--- src/hw/rtl/rbfnc_pkg.sv ---
// package for the record bitmap block: sizes, request codes and shared structs
// no dependencies; imported by every module of the block
package rbfnc_pkg;

    localparam int MAX_RECORDS  = 4096;
    localparam int WORD_W       = 64;
    localparam int NUM_WORDS    = MAX_RECORDS / WORD_W;
    localparam int WORD_AW      = $clog2(NUM_WORDS);
    localparam int BIT_AW       = $clog2(WORD_W);
    localparam int IDX_W        = WORD_AW + BIT_AW;
    localparam int VAL_W        = 13;
    localparam int ACT_W        = 3;
    localparam int CNT_W        = BIT_AW + 1;

    localparam logic [VAL_W-1:0] DEFAULT_SIZE = VAL_W'(256);
    localparam logic [VAL_W-1:0] MAX_SIZE     = VAL_W'(MAX_RECORDS);

    localparam logic [ACT_W-1:0] ACT_GET   = 3'd0;
    localparam logic [ACT_W-1:0] ACT_SET   = 3'd1;
    localparam logic [ACT_W-1:0] ACT_CLEAR = 3'd2;
    localparam logic [ACT_W-1:0] ACT_NEXT  = 3'd3;
    localparam logic [ACT_W-1:0] ACT_COUNT = 3'd4;

    typedef struct packed {
        logic [ACT_W-1:0] action;
        logic [VAL_W-1:0] record;
    } t_req;

    typedef struct packed {
        logic [VAL_W-1:0] value;
        logic             error;
    } t_rsp;

    typedef struct packed {
        logic               we;
        logic [WORD_AW-1:0] wr_addr;
        logic [WORD_W-1:0]  wr_data;
        logic [WORD_AW-1:0] rd_addr;
    } t_mem_ctl;

    typedef struct packed {
        logic              lo_en;
        logic [BIT_AW-1:0] lo_off;
        logic              hi_en;
        logic [BIT_AW-1:0] hi_off;
    } t_scan_ctl;

    typedef struct packed {
        logic [CNT_W-1:0]  count;
        logic              found;
        logic [BIT_AW-1:0] pos;
    } t_scan_res;

endpackage

--- src/hw/rtl/rbfnc_store.sv ---
// bit store: 64 words of 64 bits, one write and one registered read per cycle
// per-word valid bits give the all-zero reset; uses rbfnc_pkg
module rbfnc_store (
    input  logic                i_clk,
    input  logic                i_rst_n,
    input  rbfnc_pkg::t_mem_ctl i_mem,
    output logic [rbfnc_pkg::WORD_W-1:0] o_rdata
);
    import rbfnc_pkg::*;

    logic [WORD_W-1:0]    r_mem [NUM_WORDS];
    logic [NUM_WORDS-1:0] r_valid;
    logic [WORD_W-1:0]    r_rdata;

    always_ff @(posedge i_clk) begin
        if (!i_rst_n) begin
            r_valid <= '0;
        end else if (i_mem.we) begin
            r_valid[i_mem.wr_addr] <= 1'b1;
        end
    end

    always_ff @(posedge i_clk) begin
        if (i_mem.we) begin
            r_mem[i_mem.wr_addr] <= i_mem.wr_data;
        end
        r_rdata <= r_valid[i_mem.rd_addr] ? r_mem[i_mem.rd_addr] : '0;
    end

    assign o_rdata = r_rdata;

endmodule

--- src/hw/rtl/rbfnc_unit.sv ---
// shared word unit: masks one stored word, counts its set bits and finds the lowest one
// uses rbfnc_pkg
module rbfnc_unit (
    input  logic [rbfnc_pkg::WORD_W-1:0] i_word,
    input  rbfnc_pkg::t_scan_ctl         i_ctl,
    output rbfnc_pkg::t_scan_res         o_res
);
    import rbfnc_pkg::*;

    logic [WORD_W-1:0] mask_lo;
    logic [WORD_W-1:0] mask_hi;
    logic [WORD_W-1:0] w;
    logic [CNT_W-1:0]  cnt;
    logic [BIT_AW-1:0] pos;

    always_comb begin
        mask_lo = i_ctl.lo_en ? ({WORD_W{1'b1}} << i_ctl.lo_off) : {WORD_W{1'b1}};
        mask_hi = i_ctl.hi_en ? ({WORD_W{1'b1}} >> (BIT_AW'(WORD_W - 1) - i_ctl.hi_off))
                              : {WORD_W{1'b1}};
        w   = i_word & mask_lo & mask_hi;
        cnt = CNT_W'($countones(w));
        pos = '0;
        for (int i = WORD_W - 1; i >= 0; i--) begin
            if (w[i]) begin
                pos = BIT_AW'(i);
            end
        end
        o_res.count = cnt;
        o_res.found = |w;
        o_res.pos   = pos;
    end

endmodule

--- src/hw/rtl/rbfnc_ctrl.sv ---
// sequencer: takes requests, walks the store one word a cycle, holds the result register
// drives the bit store and the shared word unit; uses rbfnc_pkg
module rbfnc_ctrl (
    input  logic                         i_clk,
    input  logic                         i_rst_n,
    input  logic                         i_in_valid,
    input  rbfnc_pkg::t_req              i_in_req,
    output logic                         o_in_stall,
    output logic                         o_out_valid,
    input  logic                         i_out_stall,
    output rbfnc_pkg::t_rsp              o_out_rsp,
    input  logic                         i_cfg_we,
    input  logic [rbfnc_pkg::VAL_W-1:0]  i_cfg_data,
    input  logic [rbfnc_pkg::WORD_W-1:0] i_rdata,
    input  rbfnc_pkg::t_scan_res         i_scan,
    output rbfnc_pkg::t_mem_ctl          o_mem,
    output rbfnc_pkg::t_scan_ctl         o_scan
);
    import rbfnc_pkg::*;

    typedef enum logic [2:0] {S_IDLE, S_PRIME, S_SCAN, S_BIT, S_RESP} t_state;

    t_state             r_state, n_state;
    logic [ACT_W-1:0]   r_op, n_op;
    logic [WORD_AW-1:0] r_cur, n_cur;
    logic [BIT_AW-1:0]  r_off, n_off;
    logic               r_first, n_first;
    logic [VAL_W-1:0]   r_acc, n_acc;
    t_rsp               r_res, n_res;
    logic               r_out_valid, n_out_valid;
    t_rsp               r_out, n_out;
    logic [VAL_W-1:0]   r_map_size, n_map_size;

    logic [VAL_W-1:0]   size;
    logic [VAL_W-1:0]   size_m1;
    logic [WORD_AW-1:0] last_word;
    logic               out_free;
    logic               accept;
    logic               bad_rec;
    logic [IDX_W-1:0]   rec_idx;
    logic [VAL_W-1:0]   acc_sum;
    logic [WORD_W-1:0]  wdata;

    always_comb begin
        if (r_map_size == '0) begin
            size = DEFAULT_SIZE;
        end else if (r_map_size > MAX_SIZE) begin
            size = MAX_SIZE;
        end else begin
            size = r_map_size;
        end
        size_m1   = size - VAL_W'(1);
        last_word = size_m1[IDX_W-1:BIT_AW];
        out_free  = !r_out_valid || !i_out_stall;
        accept    = i_in_valid && (r_state == S_IDLE) && out_free;
        bad_rec   = (i_in_req.record == '0) || (i_in_req.record > size);
        rec_idx   = IDX_W'(i_in_req.record - VAL_W'(1));
        acc_sum   = r_acc + VAL_W'(i_scan.count);
        wdata     = i_rdata;
        wdata[r_off] = (r_op == ACT_SET);
    end

    always_comb begin
        n_state     = r_state;
        n_op        = r_op;
        n_cur       = r_cur;
        n_off       = r_off;
        n_first     = r_first;
        n_acc       = r_acc;
        n_res       = r_res;
        n_out_valid = r_out_valid && i_out_stall;
        n_out       = r_out;
        n_map_size  = i_cfg_we ? i_cfg_data : r_map_size;

        o_mem.we      = 1'b0;
        o_mem.wr_addr = r_cur;
        o_mem.wr_data = wdata;
        o_mem.rd_addr = (r_state == S_SCAN) ? r_cur + WORD_AW'(1) : r_cur;

        o_scan.lo_en  = r_first;
        o_scan.lo_off = r_off;
        o_scan.hi_en  = (r_cur == last_word);
        o_scan.hi_off = size_m1[BIT_AW-1:0];

        case (r_state)
            S_IDLE: begin
                if (accept) begin
                    n_op    = i_in_req.action;
                    n_acc   = '0;
                    n_first = 1'b0;
                    case (i_in_req.action)
                        ACT_GET, ACT_SET, ACT_CLEAR: begin
                            if (bad_rec) begin
                                n_out_valid = 1'b1;
                                n_out       = '{value: '0, error: 1'b1};
                            end else begin
                                n_cur   = rec_idx[IDX_W-1:BIT_AW];
                                n_off   = rec_idx[BIT_AW-1:0];
                                n_state = S_PRIME;
                            end
                        end
                        ACT_NEXT: begin
                            if (i_in_req.record >= size) begin
                                n_out_valid = 1'b1;
                                n_out       = '{value: '0, error: 1'b0};
                            end else begin
                                n_cur   = i_in_req.record[IDX_W-1:BIT_AW];
                                n_off   = i_in_req.record[BIT_AW-1:0];
                                n_first = 1'b1;
                                n_state = S_PRIME;
                            end
                        end
                        ACT_COUNT: begin
                            n_cur   = '0;
                            n_off   = '0;
                            n_state = S_PRIME;
                        end
                        default: begin
                            n_out_valid = 1'b1;
                            n_out       = '{value: '0, error: 1'b0};
                        end
                    endcase
                end
            end
            S_PRIME: begin
                n_state = ((r_op == ACT_NEXT) || (r_op == ACT_COUNT)) ? S_SCAN : S_BIT;
            end
            S_BIT: begin
                n_res = '{value: '0, error: 1'b0};
                if (r_op == ACT_GET) begin
                    n_res.value = VAL_W'(i_rdata[r_off]);
                end else begin
                    o_mem.we = 1'b1;
                end
                n_state = S_RESP;
            end
            S_SCAN: begin
                n_first = 1'b0;
                if (r_op == ACT_NEXT) begin
                    if (i_scan.found) begin
                        n_res   = '{value: VAL_W'({r_cur, i_scan.pos}) + VAL_W'(1),
                                    error: 1'b0};
                        n_state = S_RESP;
                    end else if (r_cur == last_word) begin
                        n_res   = '{value: '0, error: 1'b0};
                        n_state = S_RESP;
                    end else begin
                        n_cur = r_cur + WORD_AW'(1);
                    end
                end else begin
                    n_acc = acc_sum;
                    if (r_cur == last_word) begin
                        n_res   = '{value: acc_sum, error: 1'b0};
                        n_state = S_RESP;
                    end else begin
                        n_cur = r_cur + WORD_AW'(1);
                    end
                end
            end
            S_RESP: begin
                if (out_free) begin
                    n_out_valid = 1'b1;
                    n_out       = r_res;
                    n_state     = S_IDLE;
                end
            end
            default: begin
                n_state = S_IDLE;
            end
        endcase
    end

    always_ff @(posedge i_clk) begin
        if (!i_rst_n) begin
            r_state     <= S_IDLE;
            r_out_valid <= 1'b0;
            r_first     <= 1'b0;
            r_map_size  <= DEFAULT_SIZE;
        end else begin
            r_state     <= n_state;
            r_out_valid <= n_out_valid;
            r_first     <= n_first;
            r_map_size  <= n_map_size;
        end
        r_op  <= n_op;
        r_cur <= n_cur;
        r_off <= n_off;
        r_acc <= n_acc;
        r_res <= n_res;
        r_out <= n_out;
    end

    assign o_in_stall  = !((r_state == S_IDLE) && out_free);
    assign o_out_valid = r_out_valid;
    assign o_out_rsp   = r_out;

endmodule

--- src/hw/rtl/record_bitmap_find_next_count_top.sv ---
// Record bitmap of up to 4096 records (record r is bit r-1), cleared at reset, with get,
// set, clear, find-next-set and count requests; one result per request. The store is read
// one 64-bit word per cycle and a single word unit masks, counts and searches that word, so
// a request holds the block for its whole duration: get, set and clear pass through prime,
// bit access and response; a bad record, a find-next past the end or an unknown action is
// answered directly from idle; find-next walks up to 64 words and count walks every word
// up to the map size. A new request is taken only when the output register is empty or its
// result leaves in the same cycle.
// top level: rbfnc_store, rbfnc_unit, rbfnc_ctrl; uses rbfnc_pkg
module record_bitmap_find_next_count_top (
    input  logic                        i_clk,
    input  logic                        i_rst_n,
    input  logic                        i_in_valid,
    output logic                        o_in_stall,
    input  rbfnc_pkg::t_req             i_in_req,
    output logic                        o_out_valid,
    input  logic                        i_out_stall,
    output rbfnc_pkg::t_rsp             o_out_rsp,
    input  logic                        i_cfg_we,
    input  logic [rbfnc_pkg::VAL_W-1:0] i_cfg_data
);
    import rbfnc_pkg::*;

    t_mem_ctl          mem;
    t_scan_ctl         scan_ctl;
    t_scan_res         scan_res;
    logic [WORD_W-1:0] rdata;

    rbfnc_store u_store (
        .i_clk   (i_clk),
        .i_rst_n (i_rst_n),
        .i_mem   (mem),
        .o_rdata (rdata)
    );

    rbfnc_unit u_unit (
        .i_word (rdata),
        .i_ctl  (scan_ctl),
        .o_res  (scan_res)
    );

    rbfnc_ctrl u_ctrl (
        .i_clk       (i_clk),
        .i_rst_n     (i_rst_n),
        .i_in_valid  (i_in_valid),
        .i_in_req    (i_in_req),
        .o_in_stall  (o_in_stall),
        .o_out_valid (o_out_valid),
        .i_out_stall (i_out_stall),
        .o_out_rsp   (o_out_rsp),
        .i_cfg_we    (i_cfg_we),
        .i_cfg_data  (i_cfg_data),
        .i_rdata     (rdata),
        .i_scan      (scan_res),
        .o_mem       (mem),
        .o_scan      (scan_ctl)
    );

endmodule

--- config.mk ---
export PLATFORM = sky130hd
export DESIGN_NAME = record_bitmap_find_next_count_top
export DESIGN_NICKNAME = d
export VERILOG_FILES = /design/src/hw/rtl/rbfnc_pkg.sv /design/src/hw/rtl/rbfnc_store.sv /design/src/hw/rtl/rbfnc_unit.sv /design/src/hw/rtl/rbfnc_ctrl.sv /design/src/hw/rtl/record_bitmap_find_next_count_top.sv
export SDC_FILE = /design/constraint.sdc
export NUM_CORES = 2
export LEC_CHECK = 0
export BUFFER_PORTS_ARGS = -buffer_cell sky130_fd_sc_hd__buf_2
export CELL_PAD_IN_SITES_DETAIL_PLACEMENT = 2
export CELL_PAD_IN_SITES_GLOBAL_PLACEMENT = 2
export CORE_ASPECT_RATIO = 0.75
export CORE_MARGIN = 2
export CORE_UTILIZATION = 40
export DETAILED_ROUTE_END_ITERATION = 7
export PLACE_DENSITY = 0.71
export SLEW_MARGIN = 20
export SYNTH_ARGS = -nofsm -noshare
export SYNTH_HDL_FRONTEND = slang
export SYNTH_SLANG_ARGS = --single-unit
--- constraint.sdc ---
create_clock -name i_clk -period 24 [get_ports i_clk]
set_input_delay 1.2 -clock i_clk [delete_from_list [all_inputs] [get_ports i_clk]]
set_output_delay 1.2 -clock i_clk [all_outputs]
set_load 0.02 [all_outputs]
After elaboration in Yosys (flattened, before gate mapping)
Memory sizes are Yosys's and may differ from the RTL's. A register that Yosys moved wholly into a read port is not among the register bits.
Cells that the tools add are included.

cells by class
  mux-type cells = 128
  reductions and logical operators = 32
  add/subtract/negate cells = 69
  equality and inequality tests = 26
  $lt $le $gt $ge = 8
  shift-type cells = 2
  bitwise gates (word level) = 3

operators by type and width
  operator                 number
  $mux W6                  73
  $add A7 B7 Y7            31
  $and A64 B64 Y64         2
  $mux W64                 2
  $mux W14                 8
  $add A1 B1 Y2            32
  $bwmux W64               1
  $or A64 B64 Y64          1
  $reduce_or A64 Y1        1
  $shl A64 B6 Y64 const A  1
  $shr A64 B6 Y64 const A  1
  $pmux W14 S2             2
  $mux W13                 4
  $pmux W14 S3             1
  $pmux W6 S3              2
  $logic_not A13 Y1        2
  $pmux W13 S2             1
  $sub A12 B1 Y12 const B  2
  $lt A6 B7 Y1 const B     3
  $mux W3                  7
  $mux W1                  17
  $eq A3 B2 Y1 const B     5
  $ne A3 B3 Y1 const B     5
  $pmux W3 S5              1
  32 further kinds         63

storage, ports and cells
  register bits after elaboration = 138
  RAM bits = 4,096
  word-level logic and storage cells = 282
  bits of input ports = 34
  output and inout bits = 16
  memories = 1

memories
  name           depth  bits a word  rd ports  clocked after memory_dff  wr ports  line               RTL
  u_store.r_mem  64     64           1         1                         1         rbfnc_store.sv:11  logic [WORD_W-1:0] r_mem [NUM_WORDS];

Logic depth before layout (Yosys ltp)
  depth after elaboration = 76
  mapped depth = 43
  mapped depth without buffers = 39

Cells and area by module
From an unflattened synthesis, not the netlist that was laid out.

second synthesis, totals
  cell total of the unflattened synthesis = 8,705
  area, all modules = 170,474.7 µm²

modules (own cells, without submodules)
  module       seq. area each (µm²)  times used  cells each  area an instance (µm²)
  rbfnc_store  125,560.4             1           7,416       160,182.4
  rbfnc_ctrl   2,011.9               1           722         6,160.9
  rbfnc_unit   0.0                   1           567         4,131.5

Worst setup path after synthesis
No wires, ideal clock.

  kind = reg2reg
  from = register u_ctrl.r_map_size[12]
  to = register u_ctrl.r_res[10] in the netlist's numbering (data pin)
  stages on the path, launching flop included = 41
  library setup time = 0.264 ns
  period minus slack after synthesis = 9.933 ns
  data required time = 23.736 ns
  slack = 14.067 ns
  buffers on the path = 4
  arrival time = 9.668 ns
  path through = dfxtp_1 clkbuf_1 inv_1 buf_1 nand2_1 ha_1 clkbuf_1 or4b_2 o211ai_1 clkbuf_1 o21ai_0 a31oi_1 inv_1 ha_1 inv_1 fa_1 fa_1 inv_1 [5 not listed] inv_1 fa_1 fa_1 inv_1 ha_1 fa_1 ha_1 a21o_1 a21o_1 a21oi_1 nor2b_1 o21a_1 o21a_1 nand2_1 xor2_1 nor2_1 a31oi_1 nand3_1

between the ends
  cells in the longest elaborated chain, start to end = 76
  elaborated cells on any way between the ends = 144
  classes of those cells = add/sub (67); order compare (1); eq/ne (1); shift (1); mux (71); bitwise (1); reduce/logical (2)

RTL lines
  element                 line               RTL
  start, declared         rbfnc_ctrl.sv:32   logic [VAL_W-1:0] r_map_size, n_map_size;
  start signal, assigned  rbfnc_ctrl.sv:183  r_map_size <= n_map_size;
  $gt A13 B13 Y1          rbfnc_ctrl.sv:47   end else if (r_map_size > MAX_SIZE) begin
  $mux W13                rbfnc_ctrl.sv:47
  $mux W13 *              rbfnc_ctrl.sv:45   if (r_map_size == '0) begin
  $sub A12 B1 Y12 *       rbfnc_ctrl.sv:52   size_m1 = size - VAL_W'(1);
  $sub A6 B6 Y6           rbfnc_unit.sv:18   mask_hi = i_ctl.hi_en ? ({WORD_W{1'b1}} >> (BIT_AW'(WORD_W - 1) - i_ctl.hi_off))
  $shr A64 B6 Y64         rbfnc_unit.sv:18
  $mux W64 *              rbfnc_unit.sv:18
  $and A64 B64 Y64 *      rbfnc_unit.sv:20   w = i_word & mask_lo & mask_hi;
  $mux W6 (64 in a row)   rbfnc_unit.sv:24   if (w[i]) begin
  $add A12 B1 Y13         rbfnc_ctrl.sv:141  n_res = '{value: VAL_W'({r_cur, i_scan.pos}) + VAL_W'(1),
  $mux W14                rbfnc_ctrl.sv:140  if (i_scan.found) begin
  $mux W14 *              rbfnc_ctrl.sv:139  if (r_op == ACT_NEXT) begin
  $pmux W14 S2 *          rbfnc_ctrl.sv:85   case (r_state)
  end signal, assigned    rbfnc_ctrl.sv:189  r_res <= n_res;
  end, declared           rbfnc_ctrl.sv:29   t_rsp r_res, n_res;

Every way passes the cells marked *; elsewhere a longest branch is shown, timed or not. The select of a mux whose other input is x is not followed.
A chain may end at the register's enable or synchronous reset.

Worst setup path after layout
  from = register u_ctrl.r_map_size[12]
  to = register u_ctrl.r_res[12] in the netlist's numbering (data pin)

The elaborated chain is that of the path after synthesis.

==> impl_metrics.yaml <==
yosys:
  yosysWarnings: 0
  ys_async_sr_fraction_pct: 0
  yosysTopAreaCellShare_pct: 72.65
  synth_nets: 8304
  yosys.area.top_type: "edfxtp_1"
  synth_edf_count: 4151
  synth_area_per_cell_sq_um: 21.17
  yosysMostFrequentCell: "edfxtp_1"
  ys_seq_elements: 4297
  synth_common_cells: "edfxtp_1 (4151), mux4_2 (1301), nand2_1 (403)"
  ys_seq_area_share_pct: 74.35
  synth.top_cells.by_area: "edfxtp_1 (73%), mux4_2 (17%), dfxtp_1 (1.7%)"
  syn_area_sq_um: 171600
  ys_types: 91
  synth_ff_type: "edfxtp_1"
  synthCells: 8106
worst_setup_path:
  rr_endpoint: "u_ctrl.r_res[12]$_SDFFCE_PN0P_"
  slowest_stage: "dfxtp_1"
  r2r-start: "u_ctrl.r_map_size[12]$_SDFFE_PN0P_"
  cp-end-kind: "flop"
  cp_max_fo: 22
  worst_setup_path_start_kind: "flop"
  arrival_ns: 12.54
  cp.required_ns: 24.72
  reg2regPathDepth: 36
  crit_type: "flop to flop"
  rrSetupSlack_ns: 12.18
  slowest_delay_ns: 0.86
final_layout:
  final_layout_size_suffix_gt1_share_pct: 28.12
  fin_nets: 8657
  area.growth.synth_to_final_pct: 13.93
global_route:
  busiest_layer: "met2"
  grt_pass1_vias: 98830
  grt_pass1_wl_mm: 895.3
  grt_max_degree: 115
  use_met2_pct: 48.30
  track_usage_pct: 30.13
  met3_usage_pct: 6.010
  antenna_found_initial: 46
  overflow: 0
  met1_usage_pct: 41.78
clock_network:
  cts_tree: "built"
  clock_latency_ns: 1.06
  ctsHoldBuffers: 0
  post-cts-setup-buffers: 0
  h-tree-depth: 5
  post_cts_resize_count: 0
  clock-root-buffer: "clkbuf_16"
  clk_pin_slew_ns: 0.07
  clock-sinks: 4297
  cts_made_buffers: 421
  clockBufferDepth: 4
sta:
  finalSetupViolations: 0
  setup_tns_ns: 0
  final_max_slew_viol_count: 0
  tightestPinTransition_ns: 1.263
  fin_crit_ns: 11.82
  finClkSkew_ns: 0.1030
  max_freq_mhz: 84.63
  rsz0062_at_grt: "false"
  final.period_utilization_pct: 49.24
  whs_ns: 0.4631
  hold_viol: 0
  relSlewSlack_pct: 15.59
place:
  place_congestion: 0.9215
  hpwl_mm: 361.5
  numPortBuffers: 49
route:
  drc_errors: 0
  routed_wirelength_mm: 663.0
  drtIter0Drc: 14990
  ant_nets: 0
  vias: 96100
  wl_per_cell_um: 45.66
  dr.pass1.iters: 6
  routed_via_density: 6.617
die:
  start_util_pct: 40.13
  rows: 208
  core-area_sq_um: 427600
  dieArea_sq_um: 434200
  die_h_um: 571.2
  io_pins: 50
  die_w_um: 760.2
min_path:
  min_path_type: "flop to flop"
  holdPathStages: 1
  min_to: "u_store.r_valid[60]$_SDFFE_PN0P_"
  hp-start: "u_store.r_valid[60]$_SDFFE_PN0P_"
run:
  drv_cap: 0
pwr:
  power.density_nw_per_um2: 83.20
  leakagePower_nw: 53.49
  ir_drop_uv: 82.85
run_status:
  status: "finished clean"
## registers in the layout (all words and copies together) (netlist names), 3 cells and up
register / flops
u_store.r_mem: 4096
u_store.o_rdata: 64
u_store.r_valid: 64
u_ctrl.o_out_rsp: 14
u_ctrl.r_acc: 13
u_ctrl.r_map_size: 13
u_ctrl.r_res: 13
u_ctrl.r_cur: 6
u_ctrl.r_off: 6
u_ctrl.r_op: 3
u_ctrl.r_state: 3
## how the worst max path moves through the flow
| stage | start | end | cells after the start |
|---|---|---|---|
| final | u_ctrl.r_map_size[12]$_SDFFE_PN0P_ | u_ctrl.r_res[12]$_SDFFCE_PN0P_ | 36 |
| after global routing | u_ctrl.r_map_size[12]$_SDFFE_PN0P_ | u_ctrl.r_res[12]$_SDFFCE_PN0P_ | 36 |
| after CTS | u_ctrl.r_map_size[12]$_SDFFE_PN0P_ | u_ctrl.r_res[12]$_SDFFCE_PN0P_ | 36 |
| after detailed placement | u_ctrl.r_map_size[12]$_SDFFE_PN0P_ | u_ctrl.r_res[12]$_SDFFCE_PN0P_ | 36 |
| after global placement | u_ctrl.r_map_size[12]$_SDFFE_PN0P_ | u_ctrl.r_res[11]$_SDFFCE_PN0P_ | 37 |
| after floorplan | u_ctrl.r_map_size[12]$_SDFFE_PN0P_ | u_ctrl.r_res[10]$_SDFFCE_PN0P_ | 40 |
## cells in the final DEF (no fill, tap or decap), types with 109 or more instances in the layout
cell type	instances
buf_4	304
nand2_1	401
edfxtp_1	4151
clkbuf_1	109
inv_1	170
dfxtp_1	146
mux4_2	1300
o21ai_0	166
nor2_1	120
clkbuf_16	427
## cell type report
| cell class | count | area (sq um) |
|---|---|---|
| sequential | 4297 | 127600 |
| tap | 5670 | 7094 |
| timing repair buffer | 385 | 3182 |
| multi-input combinational | 3181 | 43100 |
| clock inverter | 206 | 2127 |
| antenna | 33 | 82.58 |
| inverter | 173 | 649.4 |
| fill | 38080 | 232100 |
| clock buffer | 577 | 11660 |
## per-stage QoR
| stage | util [%] | worst slack (ns) | cells | instance area (sq um) | total power, mW |
|---|---|---|---|---|---|
| floorplan | - | 14.07 | 8106 | 171600 | 9.141 |
| global placement | 42.43 | 12.47 | 13700 | 181400 | 9.499 |
| detailed placement | 42.44 | 12.26 | 13700 | 181500 | 9.530 |
| CTS | 45.66 | 12.20 | 14480 | 195200 | 16.33 |
| global route | 45.70 | 11.58 | 14500 | 195400 | 16.61 |
| finish | 45.71 | 12.18 | 14520 | 195500 | 16.26 |
## critical path, delay by kind of cell (launching register included)
| family | cells | cell delay [ns] |
|---|---|---|
| compound gates | 8 | 2.43 |
| xor+xnor | 1 | 0.21 |
| fa+ha+maj | 12 | 5.31 |
| buf+inv | 8 | 1.04 |
| flops | 1 | 0.86 |
| simple gates | 7 | 1.66 |
## logic make-up (layout without fill, tap and decap cells)
logic type,count (synthesis),after routing,synth area share (%)
AND/OR/NAND/NOR,1058,1058,3.016
other,0,33,0
multiplexers,1325,1325,17.22
XOR/XNOR,34,34,0.1736
AO/OA/AOI/OAI,600,600,2.386
flip-flops,4297,4297,74.35
buffers and inverters,628,1341,1.386
adder cells (fa/ha/maj),164,164,1.463
## routing by layer
layer  vias up  part of all wire, %
met3      1250                  9.8
met5         -                0.022
li1      34590                    -
met4        24                  3.5
met2      6573                   48
met1     53660                   39
## where the power goes
group	switching (mW)	leakage (nW)	internal (mW)
sequential	0.0170	31.7	8.11
combinational	0.749	15.1	0.494
clock	3.13	6.70	3.76
(Power assumes the default switching activity.)
